[config.mk]
export PLATFORM = sky130hd
export DESIGN_NAME = lpt_cell
export DESIGN_NICKNAME = d
export VERILOG_FILES = /design/src/sv/lpt_pkg.sv /design/src/sv/lpt_cell.sv
export SDC_FILE = /design/constraint.sdc
export NUM_CORES = 1
export LEC_CHECK = 0
export BUFFER_PORTS_ARGS = -buffer_cell sky130_fd_sc_hd__buf_2
export CAP_MARGIN = 10
export CORE_ASPECT_RATIO = 1.4
export CORE_MARGIN = 2
export CORE_UTILIZATION = 25
export CTS_CLUSTER_SIZE = 25
export DETAILED_ROUTE_END_ITERATION = 10
export PLACE_DENSITY_LB_ADDON = 0.2
export SETUP_SLACK_MARGIN = 0.3
export SYNTH_ARGS = -nofsm -noshare
export SYNTH_HDL_FRONTEND = slang
export SYNTH_SLANG_ARGS = --single-unit
[constraint.sdc]
create_clock -name i_clk -period 4.05 [get_ports i_clk]
set_input_delay 0.2025 -clock i_clk [delete_from_list [all_inputs] [get_ports i_clk]]
set_output_delay 0.2025 -clock i_clk [all_outputs]
set_load 0.05 [all_outputs]
[src/sv/lpt_pkg.sv]
// ----------------------------------------------------------------------------
// lpt_pkg
// Shared types and codes for the decreasing-run tracker with undo.
// ----------------------------------------------------------------------------
package lpt_pkg;

    localparam int unsigned OutLenW = 11;

    typedef enum logic [1:0] {
        OP_PUSH  = 2'd0,
        OP_POP   = 2'd1,
        OP_QUERY = 2'd2,
        OP_PROBE = 2'd3
    } t_op;

    typedef enum logic [1:0] {
        ST_OK    = 2'd0,
        ST_EMPTY = 2'd1,
        ST_RANK  = 2'd2,
        ST_FULL  = 2'd3
    } t_status;

    typedef enum logic [3:0] {
        S_IDLE,
        S_SEARCH,
        S_PUSH_RD,
        S_PUSH_WR,
        S_POP_RD,
        S_POP_WR,
        S_QRY_RD,
        S_QRY_DATA,
        S_DONE
    } t_state;

endpackage

[src/sv/lpt_cell.sv]
// ----------------------------------------------------------------------------
// lpt_cell
// One binary search step: reads the pile top at the midpoint, narrows the
// range and hands it to the next cell.
// ----------------------------------------------------------------------------
module lpt_cell
    import lpt_pkg::*;
#(
    parameter int unsigned CW   = 11,
    parameter int unsigned IDXW = 10,
    parameter int unsigned VW   = 64
) (
    input  logic          i_clk,
    input  logic          i_rst_n,
    input  logic          i_vld,
    input  logic [CW-1:0] i_lo,
    input  logic [CW-1:0] i_hi,
    input  logic [VW-1:0] i_value,
    input  logic          i_strict,
    input  logic [VW-1:0] i_rd_data,
    output logic          o_req,
    output logic [IDXW-1:0] o_addr,
    output logic          o_vld,
    output logic [CW-1:0] o_lo,
    output logic [CW-1:0] o_hi
);

    logic          r_vld;
    logic          r_req;
    logic [CW-1:0] r_lo;
    logic [CW-1:0] r_hi;
    logic [CW-1:0] w_mid;
    logic          w_open;
    logic          w_before;

    assign w_open = r_lo < r_hi;
    assign w_mid  = r_lo + ((r_hi - r_lo) >> 1);

    always_comb begin
        if (i_strict) begin
            w_before = $signed(i_rd_data) > $signed(i_value);
        end else begin
            w_before = $signed(i_rd_data) >= $signed(i_value);
        end
    end

    assign o_req  = r_vld & r_req & w_open;
    assign o_addr = w_mid[IDXW-1:0];
    assign o_vld  = r_vld & ~r_req;

    always_comb begin
        o_lo = r_lo;
        o_hi = r_hi;
        if (w_open) begin
            if (w_before) begin
                o_lo = w_mid + CW'(1);
            end else begin
                o_hi = w_mid;
            end
        end
    end

    always_ff @(posedge i_clk) begin
        if (!i_rst_n) begin
            r_vld <= 1'b0;
            r_req <= 1'b0;
        end else if (i_vld) begin
            r_vld <= 1'b1;
            r_req <= 1'b1;
        end else if (r_req) begin
            r_req <= 1'b0;
        end else begin
            r_vld <= 1'b0;
        end
    end

    always_ff @(posedge i_clk) begin
        if (i_vld) begin
            r_lo <= i_lo;
            r_hi <= i_hi;
        end
    end

endmodule

======== Word-level counts from Yosys, hierarchy flattened ========
Index checks and enable logic that the tools add are counted.
cells by class
  add/subtract/negate cells ............... 3
  order comparisons ....................... 3
  eq/ne operators ......................... 1
  multiplexer cells ....................... 8
  bitwise logic cells ..................... 4
operators with widths
  operator                                        number
  >= comparator 64 bit                            1
  greater-than comparator 64 bit                  1
  2-to-1 mux 11 bit                               4
  adder 11 x 1 -> 11 bit (second input constant)  1
  adder 11 x 10 -> 11 bit                         1
  less-than comparator 11 bit                     1
  subtractor 11 bit                               1
  2-to-1 mux 1 bit                                4
  bitwise AND 1 bit                               3
  != test 2 bit (second input constant)           1
  NOT 1 bit                                       1
word-level totals
  register bits after elaboration ......... 24
  bits of input ports ..................... 154
  output and inout bits ................... 34
  logic and storage cells ................. 23

======== Logic depth before layout (Yosys ltp) ========
Gate-level depths: netlist of run 1.
  word-level depth ........................ 5
  depth in mapped cells ................... 19
  mapped depth without buffers ............ 19

======== Worst setup path after synthesis of run 1 ========
Ideal clock, no wire load.
  path type ............................... register to output
  start ................................... register r_hi[0]
  end ..................................... output port o_lo[9]
  data arrival time ....................... 4850 ps
  data required time ...................... 3848 ps
  setup slack ............................. -1002 ps
  cell stages (with the launch flop) ...... 19
  buffers on the path ..................... 0
  cell sequence ........................... edfxtp_1 inv_1 ha_1 inv_1 fa_1 a21o_1 a21oi_1 o21bai_1 a21oi_1 o21bai_1 a21oi_1 xnor2_1 ha_1 or2_2 o31a_1 xor2_1 nand3_1 xor2_1 mux2i_1
between the ends
  word-level cells in the longest chain between the ends .. 5
  elaborated cells on any way between the ends .. 6
  classes of those cells .................. add/sub (3); order compare (1); mux (2)
RTL lines
  what                     line            text
  start, declared          lpt_cell.sv:31  logic [CW-1:0] r_hi;
  start signal, assigned   lpt_cell.sv:80  r_hi <= i_hi;
  subtractor 11 bit        lpt_cell.sv:37  assign w_mid = r_lo + ((r_hi - r_lo) >> 1);
  adder 11 x 10 -> 11 bit  lpt_cell.sv:37
  named net o_addr[8]      lpt_cell.sv:22  output logic [IDXW-1:0] o_addr,
  adder 11 x 1 -> 11 bit   lpt_cell.sv:56  o_lo = w_mid + CW'(1);
  2-to-1 mux 11 bit        lpt_cell.sv:55  if (w_before) begin
  2-to-1 mux 11 bit        lpt_cell.sv:54  if (w_open) begin
  end, declared            lpt_cell.sv:24  output logic [CW-1:0] o_lo,
The timed path passes the listed nets, and every way through them passes these cells.

======== Worst setup path in the final report of run 1 ========
  start ................................... register r_hi[0]
  end ..................................... output port o_lo[10]
between the ends
  word-level cells in the longest chain between the ends .. 5
  elaborated cells on any way between the ends .. 6
  classes of those cells .................. add/sub (3); order compare (1); mux (2)
RTL lines
  what                     line
  subtractor 11 bit        lpt_cell.sv:37
  adder 11 x 10 -> 11 bit  lpt_cell.sv:37
  adder 11 x 1 -> 11 bit   lpt_cell.sv:56
  2-to-1 mux 11 bit        lpt_cell.sv:55
  2-to-1 mux 11 bit *      lpt_cell.sv:54
Mark *: on every way between the ends. The rest lies on a longest branch, timed or not.

==> flow_summary.yaml, run 1 <==
run_status:
  status: "complete, but fails checks"
  violations: "setup timing"
setup_path:
  reg2reg_to: "r_vld$_SDFFE_PN0P_"
  worst-path-stages: 20
  r2r_cells: 2
  critPathRequiredTime_ps: 3850
  cp_top_family: "compound AO/OA/AOI/OAI gates"
  reg2reg_slack_ps: 3430
  worstSetupStartpointType: "register"
  path_class: "register to output pin"
  critPathMostFrequentCell: "a21oi_2"
  crit_path_top_delay_cell: "edfxtp_1"
  r2r-start: "r_req$_SDFF_PN0_"
  cpPeakStageDelay_ps: 380
  worstPathMaxFanout: 2
  startpoint: "r_hi[0]$_DFFE_PP_"
  critPathBufInv: 3
  worstSetupEndpoint: "o_lo[10]"
  end_kind: "output pin"
  cp_cell_sequence: "inv_1 -> ha_2 -> inv_2 -> fa_2 -> a21o_1 -> a21oi_2 -> o21bai_1 -> a21oi_2 -> o21bai_1 -> a21oi_2 -> xnor2_1 -> ha_1 -> or2_4 -> o31a_1 -> a21oi_2 -> o21ba_4 -> xnor2_4 -> xor2_2 -> mux2i_4 -> buf_6"
  cp.arrival_ps: 3890
routing:
  dr.pass1.iters: 4
  wirelength_um: 12100
  vias_per_cell: 4.54
  drc_errors: 0
  avgRoutedWirePerCell_um: 14.4
  drtIter0Drc: 70
  ant_nets: 0
  num_vias: 3804
sta:
  setup_viol: 2
  max_freq_ghz: 0.244
  fin_hold_ws_ps: 106
  fin_crit_ps: 4090
  grt_setup_unrepaired: "true"
  fin_skew_ps: 0.107
  layout_setup_ws_ps: -42.0
  worst_pin_slew_ps: 640
  period_share_pct: 101
  slew_headroom_pct: 57.3
  slew_viol_final: 0
  hold_viol_final: 0
synthesis:
  avgSynthCellArea_um2: 8.62
  dominantRegCellSynth: "edfxtp_1"
  syn-num-nets: 670
  yosysSeqAreaShare_pct: 19.0
  synth_enable_flop_cells: 22
  synth_top_area_share_pct: 29.2
  synth_top_cell_by_area: "ha_1"
  synthTopCellsByArea: "ha_1 29%, edfxtp_1 18%, inv_1 8.5%, a21oi_1 5.4%, mux2_4 4.5%"
  async_flop_share_pct: 0
  netlist_area_um2: 3690
  ys_warn_count: 0
  yosysUniqueCellTypes: 42
  synthCells: 428
  ys_ff_latch: 24
floorplan:
  die_h_um: 148
  rows: 52
  initial_core_util_pct: 25.6
  pin_count: 188
  core_area_um2: 14400
  die_w_um: 107
  die-area_um2: 15800
final_layout:
  drive_above_1_share_pct: 44.9
  final_core_util_pct: 39.4
  layout.nets: 891
  areaGrowthSynthToFinish_pct: 54.1
  diodes: 0
power:
  p_switching_mw: 1.33
  ir_drop_mv: 0.348
  p_seq_share_pct: 11.4
  leakagePower_nw: 2.95
  clkPwrFrac_pct: 8.3
  pwr-share-comb_pct: 80.4
  cellInternalPower_mw: 1.38
  swShare_pct: 49.1
  powerDensity_nw_per_um2: 476
global_route:
  met1_usage_pct: 13.9
  top_usage_layer: "met2"
  met3_usage_pct: 2.34
  grt_use_total_pct: 14.9
  grt_pass1_vias: 4172
  grt_pass1_wl_um: 18800
  overflow: 0
  gr-usage-met2_pct: 32.6
  grt_max_degree: 25
  grt_antenna_before_repair: 0
place:
  port_buffers: 187
  dpl.hpwl_um: 10700
  place.gp.congestion: 0.851
clocking:
  root_buffer: "clkbuf_16"
  hold_buffers: 0
  cts.sinks: 24
  cts_buffers: 3
  cts_tree: "yes"
  clk_transition_reported_paths_ps: 70
  cts_buffer_depth: 2
  h-tree-depth: 1
  clock_latency_ps: 260
flow_run:
  maxCapViolations: 0
worst_hold_path:
  hp-class: "input pin to register"
-- cell usage after synthesis, types with 2 or more instances --
| cell type | instances |
|---|---|
| a211oi_1 | 7 |
| a21o_1 | 8 |
| a21oi_1 | 40 |
| and3_1 | 4 |
| dfxtp_1 | 2 |
| edfxtp_1 | 22 |
| fa_1 | 2 |
| ha_1 | 86 |
| inv_1 | 84 |
| mux2_2 | 2 |
| mux2_4 | 11 |
| mux2i_1 | 10 |
| nand2_1 | 17 |
| nand2b_1 | 2 |
| nand3_1 | 12 |
| nand4_1 | 18 |
| nor2_1 | 18 |
| nor2b_1 | 5 |
| nor3_1 | 8 |
| nor4_1 | 2 |
| o211ai_1 | 4 |
| o21a_1 | 4 |
| o21ai_0 | 13 |
| o21bai_1 | 5 |
| o31a_1 | 3 |
| xnor2_1 | 16 |
| xor2_1 | 8 |
-- cells in the final DEF, fill, tap and decap left out, types with 11 or more instances in the layout --
| master | n |
|---|---|
| edfxtp_1 | 22 |
| nor2_1 | 11 |
| a21oi_1 | 32 |
| inv_1 | 81 |
| nand2_1 | 17 |
| ha_1 | 82 |
| mux2_4 | 12 |
| buf_6 | 18 |
| o21ai_0 | 11 |
| nand4_1 | 18 |
| buf_2 | 174 |
| buf_4 | 19 |
-- final cells by class --
cell class              instances  area (µm²)
repair buffers                218        1310
clock buffers                   3        75.1
inverters                      84         315
fillers                      1496        8760
multi-input cells             318        3040
flip-flops and latches         24         701
clock inverters                 1        3.75
well taps                     189         236
-- through the flow --
step	TNS, ps	instance area, µm²	setup WS (ps)	instances	power (mW)
2_1_floorplan	-11.1	3960	-11.1	428	1.66
3_3_place_gp	0	5220	44.4	818	2.09
3_5_place_dp	-53.4	5220	-53.4	818	2.11
4_1_cts	-308	5510	-102	830	2.55
5_1_grt	-1070	5690	-246	837	2.86
6_report	-63.4	5690	-42.0	837	2.70
-- flip-flops by register name, summed over array words and instances, names as in the netlist --
register and cells:
r_hi 11, r_lo 11, r_req 1, r_vld 1
-- logic make-up (layout without fill, tap and decap cells) --
kind of cell | Yosys count | in the layout | share of synthesized area (%)
AOI/OAI and AO/OA | 92 | 92 | 15.5
muxes | 23 | 23 | 7.80
adders and majority gates | 88 | 88 | 30.2
xor gates and xnor gates | 24 | 24 | 5.69
DFF | 24 | 24 | 19.0
buffers and inverters | 86 | 306 | 9.29
and+or+nand+nor | 91 | 91 | 12.5
-- power groups by stage --
stage	Sequential (mW)	Clock (mW)	Combinational [mW]
after floorplan	0.307	0	1.35
after global placement	0.311	0	1.78
after detailed placement	0.311	0	1.80
after CTS	0.307	0.229	2.01
after global routing	0.309	0.237	2.31
final	0.307	0.224	2.17
-- per-layer routing --
layer,wire length (µm),vias to the layer above
li1,-,1955
met1,4140,1719
met2,7140,125
met3,683,5
met4,109,0
met5,0,-
-- worst register-to-register path: stages, from the launching register on --
cell and delay [ps]:
dfxtp_1 320, a21oi_1 140, nor2b_1 60
-- how the worst min path moves through the flow --
stage | from | to | slack, ps | cells after the start
finish | i_hi[7] | r_hi[7]$_DFFE_PP_ | 110 | 1
global route | i_lo[7] | r_lo[7]$_DFFE_PP_ | 100 | 1
CTS | i_hi[7] | r_hi[7]$_DFFE_PP_ | 100 | 1
detailed placement | i_hi[7] | r_hi[7]$_DFFE_PP_ | 380 | 1
global placement | i_hi[6] | r_hi[6]$_DFFE_PP_ | 380 | 1
floorplan | i_hi[0] | r_hi[0]$_DFFE_PP_ | 300 | 0
-- timing repair --
action,in CTS,in global routing
endpoints found under the setup margin,13,17
resized for setup,44,33
buffers inserted,8,7
pin swaps,22,26
hold endpoints to repair,0,0
Power figures use the tool's default switching activity.
==> inputs of run 2 (changes only) <==
- PLACE_DENSITY_LB_ADDON: 0.2 -> unset
==> run 2 against run 1 <==
Net effect: clock-buffer cell count is 1 higher; combinational power is 3% lower; total power is 2.4% lower; sequential power hardly changed; the flow still finishes with violations (setup timing); cell count is 0.24% higher.
==> flow_summary.yaml, run 2 (synthesis gave the netlist of run 1 again) <==
final_layout:
  regArea_um2: 701
  drive_above_1_share_pct: 45.3
  nFillCells: 1493
  reg.largest.list: "r_hi: 11 flops, r_lo: 11 flops"
  fin_cells: 839
  layout.nets: 892
  final_cell_mix: "175 x buf_2, 80 x ha_1, 79 x inv_1"
  multi_input_area_um2: 3050
  layout_commonest_cell: "buf_2"
  areaGrowthSynthToFinish_pct: 53.7
run_status:
  violations: "setup timing"
  status: "complete, but fails checks"
sta:
  slew_viol_final: 0
  setup_viol: 4
  slew_headroom_pct: 61.7
  period_share_pct: 103
  grt_setup_unrepaired: "true"
  fin_crit_ps: 4190
  fin_skew_ps: 0.0195
  layout_setup_ws_ps: -137
  tns_ps: -173
  hold_viol_final: 0
  max_freq_ghz: 0.239
  worst_pin_slew_ps: 575
global_route:
  grt_use_total_pct: 14.6
  grt_pass1_wl_um: 18300
  grt_max_degree: 25
  met1_usage_pct: 13.5
  met3_usage_pct: 3.75
  grt_antenna_before_repair: 3
  top_usage_layer: "met2"
  grt_pass1_vias: 3958
  gr-usage-met2_pct: 30.2
  overflow: 0
setup_path:
  critPathRequiredTime_ps: 3850
  critPathBufInv: 5
  end_kind: "output pin"
  worstSetupStartpointType: "register"
  worstPathMaxFanout: 2
  r2r_cells: 2
  reg2reg_to: "r_vld$_SDFFE_PN0P_"
  r2r-start: "r_req$_SDFF_PN0_"
  path_class: "register to output pin"
  startpoint: "r_hi[0]$_DFFE_PP_"
  cp.arrival_ps: 3980
  reg2reg_slack_ps: 3430
  cpPeakStageDelay_ps: 400
  cp_top_family: "adder cells"
  crit_path_top_delay_cell: "edfxtp_1"
  cp_cell_sequence: "inv_2 -> ha_4 -> inv_2 -> fa_2 -> buf_4 -> xor2_1 -> ha_1 -> a21oi_1 -> o211ai_1 -> buf_4 -> nor2_2 -> xnor2_4 -> and3_4 -> and3_4 -> nand3_2 -> xor2_2 -> mux2i_4 -> buf_6"
routing:
  drtIter0Drc: 56
  ant_nets: 0
  vias_per_cell: 4.53
  avgRoutedWirePerCell_um: 13.8
  drc_errors: 0
  num_vias: 3803
  dr.pass1.iters: 4
  wirelength_um: 11600
clocking:
  clock_latency_ps: 260
  cts_tree: "yes"
  clk_transition_reported_paths_ps: 70
  cts_buffers: 3
  cts.sinks: 24
  cts_buffer_depth: 2
  root_buffer: "clkbuf_16"
  h-tree-depth: 1
place:
  port_buffers: 187
  dpl.cell_count: 815
  dpl.hpwl_um: 10100
  place.gp.congestion: 0.817
worst_hold_path:
  hp-class: "input pin to register"
  min_to: "r_hi[7]$_DFFE_PP_"
  hold_start: "i_hi[7]"
  hold_depth: 1
power:
  leakagePower_nw: 2.93
  ir_drop_mv: 0.306
  powerDensity_nw_per_um2: 465
floorplan:
  die_w_um: 107
  die_h_um: 148
  core_area_um2: 14400
  pin_count: 188
  die-area_um2: 15800
  rows: 52
  initial_core_util_pct: 25.6
flow_run:
  maxCapViolations: 0
run 2: changes by cell type in the layout (fill, tap and decap cells not counted), sizes merged:
| cell | change |
|---|---|
| diode | +1 |
| buf | +2 |
| clkinv | -1 |
run 2: repair_timing:
action	4_1_cts	5_1_grt
gates resized for setup	46	22
pin swaps	21	19
buffers inserted	8	11
gates cloned	0	0
hold buffers	0	0
endpoints found under the setup margin	14	20
run 2: final cells by class:
type | count | share of cell area (%)
Multi-Input combinational cell | 318 | 53.7
Timing Repair Buffer | 219 | 22.8
Sequential cell | 24 | 12.4
Inverter | 84 | 5.56
Tap cell | 189 | 4.17
Clock buffer | 4 | 1.39
Antenna cell | 1 | 0.0441
run 2: through the flow:
stage | setup slack [ps] | hold WS [ps] | power [mW] | instance area [µm²] | utilization (%)
after global routing | -257 | 95.8 | 2.80 | 5670 | 39.3
after floorplan | -11.1 | 301 | 1.66 | 3960 | -
final | -137 | 106 | 2.64 | 5670 | 39.3
after detailed placement | -62.2 | 381 | 2.09 | 5200 | 36.0
after global placement | 17.4 | 380 | 2.09 | 5200 | 36.0
after CTS | -159 | 101 | 2.54 | 5500 | 38.1
run 2: layer usage:
| metal | wire, µm | up-vias |
|---|---|---|
| met5 | 23 | - |
| met4 | 267 | 4 |
| met3 | 888 | 21 |
| met2 | 6570 | 151 |
| met1 | 3860 | 1671 |
| li1 | - | 1956 |
run 2: report_power, final:
group | switching (mW) | total, mW | leakage, nW | internal [mW]
sequential | 0.0151 | 0.308 | 0.232 | 0.293
clock | 0.0914 | 0.226 | 0.0382 | 0.135
combinational | 1.20 | 2.11 | 2.66 | 0.909
run 2: worst max-delay path by stage:
| stage | endpoint | depth (start not counted) |
|---|---|---|
| floorplan | o_lo[10] | 17 |
| global placement | o_lo[10] | 19 |
| detailed placement | o_lo[10] | 19 |
| CTS | o_lo[10] | 20 |
| global route | o_lo[10] | 19 |
| finish | o_lo[10] | 18 |
